## config.mk

```make
export PLATFORM = sky130hd
export DESIGN_NAME = ktsmp_ctrl
export DESIGN_NICKNAME = d
export VERILOG_FILES = /design/src/rtl/ktsmp_pkg.sv /design/src/rtl/ktsmp_ctrl.sv
export SDC_FILE = /design/constraint.sdc
export NUM_CORES = 1
export LEC_CHECK = 0
export BUFFER_PORTS_ARGS = -buffer_cell sky130_fd_sc_hd__buf_2
export CORE_AREA = 2 2 39 41
export DETAILED_ROUTE_END_ITERATION = 10
export DIE_AREA = 0 0 41 43
export GPL_TIMING_DRIVEN = 1
export HOLD_SLACK_MARGIN = 0.05
export PLACE_DENSITY = 0.73
export SLEW_MARGIN = 5
export SYNTH_ARGS = -nofsm -noshare
export SYNTH_HDL_FRONTEND = slang
export SYNTH_SLANG_ARGS = --single-unit
export TNS_END_PERCENT = 50
```

## constraint.sdc

```tcl
create_clock -name clk_i -period 2.95 [get_ports clk_i]
set_input_delay 0.1475 -clock clk_i [delete_from_list [all_inputs] [get_ports clk_i]]
set_output_delay 0.1475 -clock clk_i [all_outputs]
set_load 0.02 [all_outputs]
```

## src/rtl/ktsmp_pkg.sv

```systemverilog
package ktsmp_pkg;

  // Default sizes
  localparam int unsigned CONST_DEPTH_DEF   = 64;
  localparam int unsigned CHANNEL_DEPTH_DEF = 64;
  localparam int unsigned SAMPLE_DEPTH_DEF  = 4096;
  localparam int unsigned MAX_BONES_DEF     = 256;
  localparam int unsigned FRAC_BITS_DEF     = 8;

  // Field widths
  localparam int unsigned KIND_W  = 2;
  localparam int unsigned SLOT_W  = 12;
  localparam int unsigned BONE_W  = 8;
  localparam int unsigned FIRST_W = 12;
  localparam int unsigned TOTAL_W = 13;
  localparam int unsigned VAL_W   = 32;
  localparam int unsigned SRC_W   = 3;
  // first + key offset
  localparam int unsigned KADDR_W = 14;

  // Configuration port
  localparam int unsigned CFG_IDX_W  = 1;
  localparam int unsigned CFG_DATA_W = 7;
  localparam logic [CFG_IDX_W-1:0] CFG_CONSTANT_COUNT = 1'd0;
  localparam logic [CFG_IDX_W-1:0] CFG_CHANNEL_COUNT  = 1'd1;

  typedef enum logic [KIND_W-1:0] {
    KIND_LOAD_CONST   = 2'd0,
    KIND_LOAD_CHANNEL = 2'd1,
    KIND_LOAD_SAMPLE  = 2'd2,
    KIND_QUERY        = 2'd3
  } kind_e;

  typedef enum logic [SRC_W-1:0] {
    SRC_CONST     = 3'd0,
    SRC_LERP      = 3'd1,
    SRC_SINGLE    = 3'd2,
    SRC_FALLBACK  = 3'd3,
    SRC_INDEX_ERR = 3'd4
  } source_e;

  typedef struct packed {
    logic [KIND_W-1:0]         kind;
    logic [SLOT_W-1:0]         slot;
    logic [BONE_W-1:0]         bone;
    logic [FIRST_W-1:0]        first_sample;
    logic [TOTAL_W-1:0]        sample_total;
    logic signed [VAL_W-1:0]   frame;
    logic signed [VAL_W-1:0]   value_x;
    logic signed [VAL_W-1:0]   value_y;
    logic signed [VAL_W-1:0]   value_z;
  } in_req_t;

  typedef struct packed {
    logic signed [VAL_W-1:0] out_x;
    logic signed [VAL_W-1:0] out_y;
    logic signed [VAL_W-1:0] out_z;
    logic [SRC_W-1:0]        source;
  } out_rsp_t;

  typedef struct packed {
    logic [BONE_W-1:0] bone;
    logic [VAL_W-1:0]  x;
    logic [VAL_W-1:0]  y;
    logic [VAL_W-1:0]  z;
  } const_ent_t;

  typedef struct packed {
    logic [BONE_W-1:0]  bone;
    logic [FIRST_W-1:0] first;
    logic [TOTAL_W-1:0] total;
  } chan_ent_t;

  typedef struct packed {
    logic [VAL_W-1:0] x;
    logic [VAL_W-1:0] y;
    logic [VAL_W-1:0] z;
  } sample_ent_t;

  typedef enum logic [1:0] {
    RES_CONST,
    RES_FALLBACK,
    RES_INDEX_ERR,
    RES_SAMPLE
  } res_sel_e;

  typedef enum logic [3:0] {
    ST_IDLE,
    ST_CSCAN,
    ST_HSCAN,
    ST_CLAMP,
    ST_ADDR,
    ST_RDA,
    ST_RDB,
    ST_MUL,
    ST_SUM,
    ST_EMIT
  } state_e;

  // Controller to datapath
  typedef struct packed {
    logic     in_take;
    logic     scan_rst;
    logic     cscan;
    logic     hscan;
    logic     chan_take;
    logic     clamp;
    logic     addr;
    logic     rd_a;
    logic     rd_b;
    logic     mul;
    logic     res_load;
    res_sel_e res_sel;
    logic     out_load;
  } ctrl_cmd_t;

  // Datapath to controller
  typedef struct packed {
    logic bone_oob;
    logic cmatch;
    logic cdone;
    logic hmatch;
    logic hdone;
    logic idx_err;
    logic out_free;
  } dp_status_t;

endpackage

```

## src/rtl/ktsmp_ctrl.sv

```systemverilog
module ktsmp_ctrl (
  input  logic                   clk_i,
  input  logic                   rst_ni,
  input  logic                   in_valid_i,
  input  logic [ktsmp_pkg::KIND_W-1:0] in_kind_i,
  input  ktsmp_pkg::dp_status_t  status_i,
  output ktsmp_pkg::ctrl_cmd_t   cmd_o,
  output logic                   in_stall_o
);

  ktsmp_pkg::state_e state_q, state_d;

  // State register
  always_ff @(posedge clk_i or negedge rst_ni) begin
    if (!rst_ni) begin
      state_q <= ktsmp_pkg::ST_IDLE;
    end else begin
      state_q <= state_d;
    end
  end

  // Next state and commands
  always_comb begin
    state_d       = state_q;
    cmd_o         = '0;
    cmd_o.res_sel = ktsmp_pkg::RES_FALLBACK;
    in_stall_o    = 1'b1;

    unique case (state_q)
      ktsmp_pkg::ST_IDLE: begin
        in_stall_o = 1'b0;
        if (in_valid_i) begin
          cmd_o.in_take = 1'b1;
          if (in_kind_i == ktsmp_pkg::KIND_QUERY) begin
            cmd_o.scan_rst = 1'b1;
            state_d        = ktsmp_pkg::ST_CSCAN;
          end
        end
      end

      // constant table, one entry issued per cycle
      ktsmp_pkg::ST_CSCAN: begin
        cmd_o.cscan = 1'b1;
        priority if (status_i.bone_oob) begin
          cmd_o.res_load = 1'b1;
          cmd_o.res_sel  = ktsmp_pkg::RES_FALLBACK;
          state_d        = ktsmp_pkg::ST_EMIT;
        end else if (status_i.cmatch) begin
          cmd_o.res_load = 1'b1;
          cmd_o.res_sel  = ktsmp_pkg::RES_CONST;
          state_d        = ktsmp_pkg::ST_EMIT;
        end else if (status_i.cdone) begin
          cmd_o.scan_rst = 1'b1;
          state_d        = ktsmp_pkg::ST_HSCAN;
        end
      end

      // channel table
      ktsmp_pkg::ST_HSCAN: begin
        cmd_o.hscan = 1'b1;
        priority if (status_i.hmatch) begin
          cmd_o.chan_take = 1'b1;
          state_d         = ktsmp_pkg::ST_CLAMP;
        end else if (status_i.hdone) begin
          cmd_o.res_load = 1'b1;
          cmd_o.res_sel  = ktsmp_pkg::RES_FALLBACK;
          state_d        = ktsmp_pkg::ST_EMIT;
        end
      end

      ktsmp_pkg::ST_CLAMP: begin
        cmd_o.clamp = 1'b1;
        state_d     = ktsmp_pkg::ST_ADDR;
      end

      ktsmp_pkg::ST_ADDR: begin
        cmd_o.addr = 1'b1;
        state_d    = ktsmp_pkg::ST_RDA;
      end

      ktsmp_pkg::ST_RDA: begin
        if (status_i.idx_err) begin
          cmd_o.res_load = 1'b1;
          cmd_o.res_sel  = ktsmp_pkg::RES_INDEX_ERR;
          state_d        = ktsmp_pkg::ST_EMIT;
        end else begin
          cmd_o.rd_a = 1'b1;
          state_d    = ktsmp_pkg::ST_RDB;
        end
      end

      ktsmp_pkg::ST_RDB: begin
        cmd_o.rd_b = 1'b1;
        state_d    = ktsmp_pkg::ST_MUL;
      end

      ktsmp_pkg::ST_MUL: begin
        cmd_o.mul = 1'b1;
        state_d   = ktsmp_pkg::ST_SUM;
      end

      ktsmp_pkg::ST_SUM: begin
        cmd_o.res_load = 1'b1;
        cmd_o.res_sel  = ktsmp_pkg::RES_SAMPLE;
        state_d        = ktsmp_pkg::ST_EMIT;
      end

      // wait for room in the output register
      ktsmp_pkg::ST_EMIT: begin
        if (status_i.out_free) begin
          cmd_o.out_load = 1'b1;
          state_d        = ktsmp_pkg::ST_IDLE;
        end
      end

      default: begin
        state_d = ktsmp_pkg::ST_IDLE;
      end
    endcase
  end

endmodule

```

==> results of run 1 <==
[path summary, 6_finish.rpt]
kind / endpoint / slack, ns / cells past startpoint
max: cmd_o[3] / 1.01 / 4
min: state_q[3] / 0.14 / 2
max reg2reg: state_q[0] / 1.38 / 4
min reg2reg: state_q[2] / 0.76 / 1
max in group asynchronous: state_q[1] / 2.58 / 2
min in group asynchronous: state_q[3] / 0.24 / 2
[through the flow]
| stage | cell area, um2 | util | total power [mW] |
|---|---|---|---|
| after floorplan | 475 | - | 0.462 |
| after global placement | 601 | 0.434 | 0.544 |
| after detailed placement | 601 | 0.434 | 0.554 |
| after CTS | 633 | 0.458 | 0.625 |
| after global routing | 633 | 0.458 | 0.683 |
| final | 633 | 0.458 | 0.620 |
[placed cells by master (no fill, tap or decap)]
cell / count
sky130_fd_sc_hd__a21o_1: 1
sky130_fd_sc_hd__a21oi_1: 2
sky130_fd_sc_hd__a21oi_4: 1
sky130_fd_sc_hd__a221oi_1: 1
sky130_fd_sc_hd__a311o_1: 1
sky130_fd_sc_hd__a311oi_1: 1
sky130_fd_sc_hd__and2_1: 2
sky130_fd_sc_hd__and3_1: 1
sky130_fd_sc_hd__buf_2: 26
sky130_fd_sc_hd__clkbuf_4: 3
sky130_fd_sc_hd__dfrtp_1: 4
sky130_fd_sc_hd__dlygate4sd3_1: 1
sky130_fd_sc_hd__inv_1: 4
sky130_fd_sc_hd__nand2_1: 4
sky130_fd_sc_hd__nand2b_1: 3
sky130_fd_sc_hd__nand3_1: 3
sky130_fd_sc_hd__nand4_1: 1
sky130_fd_sc_hd__nand4b_1: 1
sky130_fd_sc_hd__nor2_1: 7
sky130_fd_sc_hd__nor2b_1: 1
sky130_fd_sc_hd__nor3_1: 5
sky130_fd_sc_hd__nor3_2: 1
sky130_fd_sc_hd__nor3b_1: 2
sky130_fd_sc_hd__nor4_1: 2
sky130_fd_sc_hd__nor4_2: 1
sky130_fd_sc_hd__nor4b_2: 1
sky130_fd_sc_hd__o21ai_0: 3
sky130_fd_sc_hd__o21ai_1: 2
sky130_fd_sc_hd__o21ai_2: 1
sky130_fd_sc_hd__o22ai_2: 1
sky130_fd_sc_hd__o31ai_1: 1
sky130_fd_sc_hd__or3_1: 1
sky130_fd_sc_hd__or3b_1: 1
[metal layers]
layer,track usage,vias up
met2,0.241,15
met5,0,-
met1,0.227,248
li1,-,288
met3,0.0209,0
met4,0.0800,0
[critical path, delay by kind of cell, from the launching register on]
family          cells  cell delay, ns
compound gates      2            0.30
buf+inv             1            0.16
flops               1            0.65
simple gates        1            0.45
[repair_timing]
action | CTS | global route
hold endpoints to repair | 4 | 0
setup buffers | 0 | 0
hold buffers | 1 | 0
[cells in the mapped netlist]
library cell / n
sky130_fd_sc_hd__a311o_1: 1
sky130_fd_sc_hd__or3_1: 1
sky130_fd_sc_hd__nor2b_1: 1
sky130_fd_sc_hd__a311oi_1: 1
sky130_fd_sc_hd__o21ai_2: 1
sky130_fd_sc_hd__nor4_2: 1
sky130_fd_sc_hd__nand3_1: 3
sky130_fd_sc_hd__and2_1: 2
sky130_fd_sc_hd__a21oi_1: 2
sky130_fd_sc_hd__nor4b_2: 1
sky130_fd_sc_hd__buf_2: 2
sky130_fd_sc_hd__dfrtp_1: 4
sky130_fd_sc_hd__a21o_1: 1
sky130_fd_sc_hd__o31ai_1: 1
sky130_fd_sc_hd__a221oi_1: 1
sky130_fd_sc_hd__nor3_2: 1
sky130_fd_sc_hd__nor3b_1: 2
sky130_fd_sc_hd__and3_1: 1
sky130_fd_sc_hd__or3b_1: 1
sky130_fd_sc_hd__o21ai_1: 2
sky130_fd_sc_hd__nand4_1: 1
sky130_fd_sc_hd__buf_4: 2
sky130_fd_sc_hd__nand2b_1: 3
sky130_fd_sc_hd__inv_1: 4
sky130_fd_sc_hd__nand4b_1: 1
sky130_fd_sc_hd__nand2_1: 4
sky130_fd_sc_hd__a21oi_4: 1
sky130_fd_sc_hd__nor2_1: 7
sky130_fd_sc_hd__nor4_1: 2
sky130_fd_sc_hd__o22ai_2: 1
sky130_fd_sc_hd__nor3_1: 5
sky130_fd_sc_hd__o21ai_0: 3
[kinds of logic (layout without fill, tap and decap cells)]
group	count (synthesis)	in the layout	share of synthesized area
AND/OR/NAND/NOR	37	37	0.463
AO/OA/AOI/OAI	15	15	0.242
buffers and inverters	8	34	0.0842
flip-flops	4	4	0.211
[area by class of cell]
type / count / share of cell area
multi-input cells: 52 / 0.530
repair buffers: 27 / 0.221
flip-flops and latches: 4 / 0.158
clock buffers: 3 / 0.0356
well taps: 16 / 0.0316
inverters: 4 / 0.0237
[power groups by stage]
stage                     sequential, mW  clock [mW]  combinational, mW
final                              0.161      0.0666              0.393
after global routing               0.168      0.0756              0.439
after CTS                          0.159      0.0693              0.396
after detailed placement           0.160           0              0.394
after global placement             0.155           0              0.389
after floorplan                   0.0988           0              0.363
==> flow_summary.json, run 1 <==
{
  "cts-htree-levels": 1,
  "placement.io_buffers": 26,
  "yosys.area.top_type_share": 0.211,
  "cts.path.max_buffers": 2,
  "routed-wl-met3_um": 74,
  "detail_route.wirelength_mm": 1.25,
  "number_of_design_rule_violations_left_after_detail_routing": 0,
  "path_clk_slew_ns": 0.04,
  "timing_worst_setup_path_type": "reg2out",
  "finalMaxSlewViolations": 0,
  "worstSetupStartpoint": "state_q[3]",
  "power.share.combinational": 0.633,
  "vdd_drop_max_uv": 392,
  "maximum_number_of_pins_on_one_net_before_global_route_repair": 18,
  "timing.max_cap.violations": 0,
  "switching_power_of_the_nets_uw": 337,
  "clockPowerShare": 0.107,
  "cts_sinks": 4,
  "placement.setup.worst_slack_ns": 1.27,
  "timing.final.crit_share": 0.658,
  "top_layer_used": "met3",
  "switching_share": 0.543,
  "synth_area_leader_cell": "sky130_fd_sc_hd__dfrtp_1",
  "max_slew_headroom": 0.639,
  "critical-path-slowest-cell": "sky130_fd_sc_hd__dfrtp_1",
  "horizontal_extent_of_the_die_um": 41,
  "antenna_found_initial": 0,
  "clock_tree.root_cell": "sky130_fd_sc_hd__clkbuf_4",
  "drtPass1Iterations": 2,
  "finish.cell_count_without_fillers": 106,
  "layout-area-overhead-vs-synth_pct": 33.2,
  "critical-path-max-stage-delay_ns": 0.65,
  "p_int_uw": 283,
  "setup.worst_path.start_class": "flip-flop",
  "cts_resized": 0,
  "largestRegisters": "state_q x4",
  "seqCellArea_um2": 100,
  "netlist_area_um2": 475,
  "clk_latency_ns": 0.23,
  "critical_path_peak_fanout": 17,
  "vias_per_cell": 5.20,
  "syn_inst": 64,
  "setup_slack_ns": 1.01,
  "hold_viol": 0,
  "placementRows": 14,
  "route.met2.wl_um": 620,
  "regToRegStartpoint": "state_q[3]",
  "grt_usage": 0.164,
  "holdWs_ns": 0.140,
  "finalSetupViolCount": 0,
  "numCtsBuffers": 3,
  "synth.yosys.seq_area_share": 0.211,
  "leakage_nw": 0.319,
  "overall_die_height_um": 43,
  "initialDrtViolationCount": 2,
  "cellPowerDensity_nw_per_um2": 979,
  "maxClockFrequency_mhz": 515,
  "worstPathCellList": "or3b_1 -> a21oi_4 -> a311o_1 -> buf_2",
  "design.core.area_um2": 1380,
  "floorplan.die_area_um2": 1760,
  "max_slew.worst_pin.slew_ns": 0.541,
  "critPathArrivalTime_ns": 1.79,
  "num_vias": 551,
  "layout-drive-gt1-share": 0.389,
  "first_pass_grt_wire_length_mm": 2.01,
  "cp_data_required_time_ns": 2.80,
  "setup_total_negative_slack_ns": 0,
  "wl_met1_um": 557,
  "timing.hold.worst.start": "status_i[0]",
  "synth.distinct_cells": 32,
  "design.final.nets": 104,
  "grt_pass1_vias": 457,
  "run_status": "completed",
  "fin_worst_skew_ns": 0.00618,
  "largest_register_ffs": 4,
  "synth.top_cells.by_area": "sky130_fd_sc_hd__dfrtp_1, sky130_fd_sc_hd__nor2_1, sky130_fd_sc_hd__nor3_1",
  "regMostFlops": "state_q",
  "ys_seq_elements": 4,
  "start_util": 0.344,
  "multi_input_comb_area_um2": 335,
  "ant_nets": 0,
  "cts_tree": "done",
  "numPlacedInstances": 102,
  "post-route-min-period_ns": 1.94,
  "finalWeightedCongestion": 0.814,
  "globalRoute.totalOverflow": 0,
  "synth_warnings": 0,
  "timing.hold.worst.class": "in2reg",
  "num_antenna_cells": 0,
  "unrepaired_setup_endpoints_after_global_routing": "false",
  "syn-num-nets": 76,
  "sequentialPowerShare": 0.259,
  "avgSynthCellArea_um2": 7.43,
  "nFillCells": 153,
  "routed_wire_length_per_instance_um": 11.8,
  "endpoint_type_of_the_worst_setup_path": "output pin",
  "detailed_place_hpwl_um": 931,
  "boundaryPins": 27
}
No activity file was read; power rests on OpenSTA's default activity.
==> run 2, diff against run 1 <==
--- a/config.mk
+++ b/config.mk
@@ -11,7 +11,7 @@
 export DIE_AREA = 0 0 41 43
 export GPL_TIMING_DRIVEN = 1
 export HOLD_SLACK_MARGIN = 0.05
-export PLACE_DENSITY = 0.73
+export PLACE_DENSITY = 0.76
 export SLEW_MARGIN = 5
 export SYNTH_ARGS = -nofsm -noshare
 export SYNTH_HDL_FRONTEND = slang
==> constraint.sdc (replaced) <==
create_clock -name clk_i -period 1.6 [get_ports clk_i]
set_input_delay 0.08 -clock clk_i [delete_from_list [all_inputs] [get_ports clk_i]]
set_output_delay 0.08 -clock clk_i [all_outputs]
set_load 0.02 [all_outputs]
==> run 2 against run 1 <==
Against the previous run: the flow now finishes with violations (setup timing); sequential power increased by 45%; combinational power increased to 3.0 times the previous value; via count increased by 18%; register-to-register slack got worse by 1.3 ns; non-clock buffer count increased by 16; hold slack got worse by 0.067 ns; highest routed layer unchanged; critical path depth unchanged; largest cell class unchanged; die area unchanged.
==> flow_summary.json, run 2 (synthesis gave the netlist of run 1 again) <==
{
  "power.share.combinational": 0.768,
  "routed_wire_length_per_instance_um": 12.6,
  "antenna_found_initial": 0,
  "vias_per_cell": 5.31,
  "p_int_uw": 797,
  "number_of_design_rule_violations_left_after_detail_routing": 0,
  "layout.core_utilization": 0.599,
  "post-route-min-period_ns": 1.64,
  "globalRoute.totalOverflow": 0,
  "worst_r2r_endpoint": "state_q[1]",
  "initialDrtViolationCount": 19,
  "cp_data_required_time_ns": 1.52,
  "horizontal_extent_of_the_die_um": 41,
  "max_slew.worst_pin.slew_ns": 0.395,
  "detail_route.wirelength_mm": 1.53,
  "largestRegisters": "state_q x4",
  "switching_share": 0.482,
  "layout-drive-gt1-share": 0.566,
  "layout-area-overhead-vs-synth_pct": 74.5,
  "design.core.area_um2": 1380,
  "cts_sinks": 4,
  "mostFrequentLayoutCells": "sky130_fd_sc_hd__buf_2, sky130_fd_sc_hd__buf_4, sky130_fd_sc_hd__nor2_1",
  "clk_latency_ns": 0.23,
  "nFillCells": 134,
  "fin_worst_skew_ns": 0.000941,
  "cts.path.max_buffers": 2,
  "run_status": "complete, but fails checks",
  "detailed_place_hpwl_mm": 1.01,
  "regMostFlops": "state_q",
  "vdd_drop_max_uv": 918,
  "grt_usage": 0.183,
  "seqCellArea_um2": 104,
  "sequentialPowerShare": 0.152,
  "timing_worst_setup_path_type": "reg2out",
  "endpoint_type_of_the_worst_setup_path": "output pin",
  "layout_commonest_cell": "sky130_fd_sc_hd__buf_2",
  "num_vias": 648,
  "maximum_number_of_pins_on_one_net_before_global_route_repair": 9,
  "critPathArrivalTime_ns": 1.56,
  "ff2ff_path_depth": 6,
  "floorplan.die_area_um2": 1760,
  "max_slew_headroom": 0.736,
  "placementRows": 14,
  "clock_tree.root_cell": "sky130_fd_sc_hd__clkbuf_4",
  "maxClockFrequency_mhz": 611,
  "switching_power_of_the_nets_uw": 742,
  "grt_pass1_vias": 579,
  "drtPass1Iterations": 4,
  "num_antenna_cells": 0,
  "ant_nets": 0,
  "path_clk_slew_ns": 0.04,
  "design.final.nets": 120,
  "first_pass_grt_wire_length_mm": 2.32,
  "violations": "setup timing",
  "start_util": 0.344,
  "cellPowerDensity_nw_per_um2": 1860,
  "clockPowerShare": 0.080,
  "finalMaxSlewViolations": 0,
  "placement.io_buffers": 26,
  "multi_input_comb_area_um2": 377,
  "leakage_nw": 0.418,
  "critical_path_peak_fanout": 5,
  "timing.final.crit_share": 1.02,
  "holdWs_ns": 0.0729,
  "cts_tree": "done",
  "holdPathEnd": "state_q[3]",
  "timing.max_cap.violations": 0,
  "setup_slack_ns": -0.0366,
  "hold_viol": 0,
  "regToRegSetupSlack_ns": 0.09,
  "finalSetupViolCount": 2,
  "boundaryPins": 27,
  "min_delay_path_depth": 2,
  "finalWeightedCongestion": 0.908,
  "overall_die_height_um": 43,
  "timing.hold.worst.class": "in2reg",
  "timing.hold.worst.start": "status_i[0]",
  "unrepaired_setup_endpoints_after_global_routing": "true",
  "numCtsBuffers": 3,
  "setup.worst_path.start_class": "flip-flop",
  "cts-htree-levels": 1,
  "largest_register_ffs": 4,
  "regToRegStartpoint": "state_q[2]"
}
## run 2: worst max path at each step
stage	startpoint	endpoint	depth (start not counted)
after CTS	state_q[2]	cmd_o[9]	4
after detailed placement	state_q[0]	cmd_o[3]	4
after global placement	state_q[0]	cmd_o[3]	4
after global routing	state_q[3]	cmd_o[12]	4
after floorplan	state_q[3]	state_q[1]	4
final	state_q[2]	cmd_o[3]	4
## run 2: area by class of cell
type | count | area share
Sequential cell | 4 | 0.125
Clock buffer | 3 | 0.0271
Inverter | 4 | 0.0181
Multi-Input combinational cell | 52 | 0.454
Timing Repair Buffer | 43 | 0.351
Tap cell | 16 | 0.0241
## run 2: power groups by stage
stage	combinational, mW	clock (mW)	sequential [mW]
finish	1.18	0.123	0.234
global route	1.27	0.129	0.240
CTS	1.03	0.128	0.218
detailed placement	0.830	0	0.255
global placement	0.813	0	0.252
floorplan	0.671	0	0.182
## run 2: layer usage
metal | vias to the layer above | routed length [um] | global-route usage
li1 | 321 | - | -
met1 | 304 | 633 | 0.231
met2 | 23 | 827 | 0.309
met3 | 0 | 71 | 0.0157
met4 | 0 | 0 | 0.0600
met5 | - | 0 | 0
## run 2: timing repair
action,CTS,global route
endpoints found under the hold margin,4,0
setup buffers,6,5
endpoints found under the setup margin,8,12
gates resized for setup,7,10
hold buffers,1,0
pin swaps,1,5
## run 2: metrics by stage
| step | total power [mW] | TNS [ns] | area (um2) | setup WS, ns | std cells |
|---|---|---|---|---|---|
| 2_1_floorplan | 0.854 | -0.0713 | 475 | -0.0713 | 64 |
| 3_3_place_gp | 1.06 | 0 | 638 | 0.0741 | 107 |
| 3_5_place_dp | 1.08 | 0 | 638 | 0.0710 | 107 |
| 4_1_cts | 1.38 | -0.147 | 744 | -0.0567 | 117 |
| 5_1_grt | 1.64 | -0.314 | 830 | -0.0951 | 122 |
| 6_report | 1.54 | -0.0583 | 830 | -0.0366 | 122 |
## run 2: critical path, cell delays in order (launching register included)
cell                      delay [ns]
sky130_fd_sc_hd__dfrtp_2        0.45
sky130_fd_sc_hd__or3b_4         0.42
sky130_fd_sc_hd__a21oi_4        0.17
sky130_fd_sc_hd__a311o_1        0.14
sky130_fd_sc_hd__buf_4          0.13
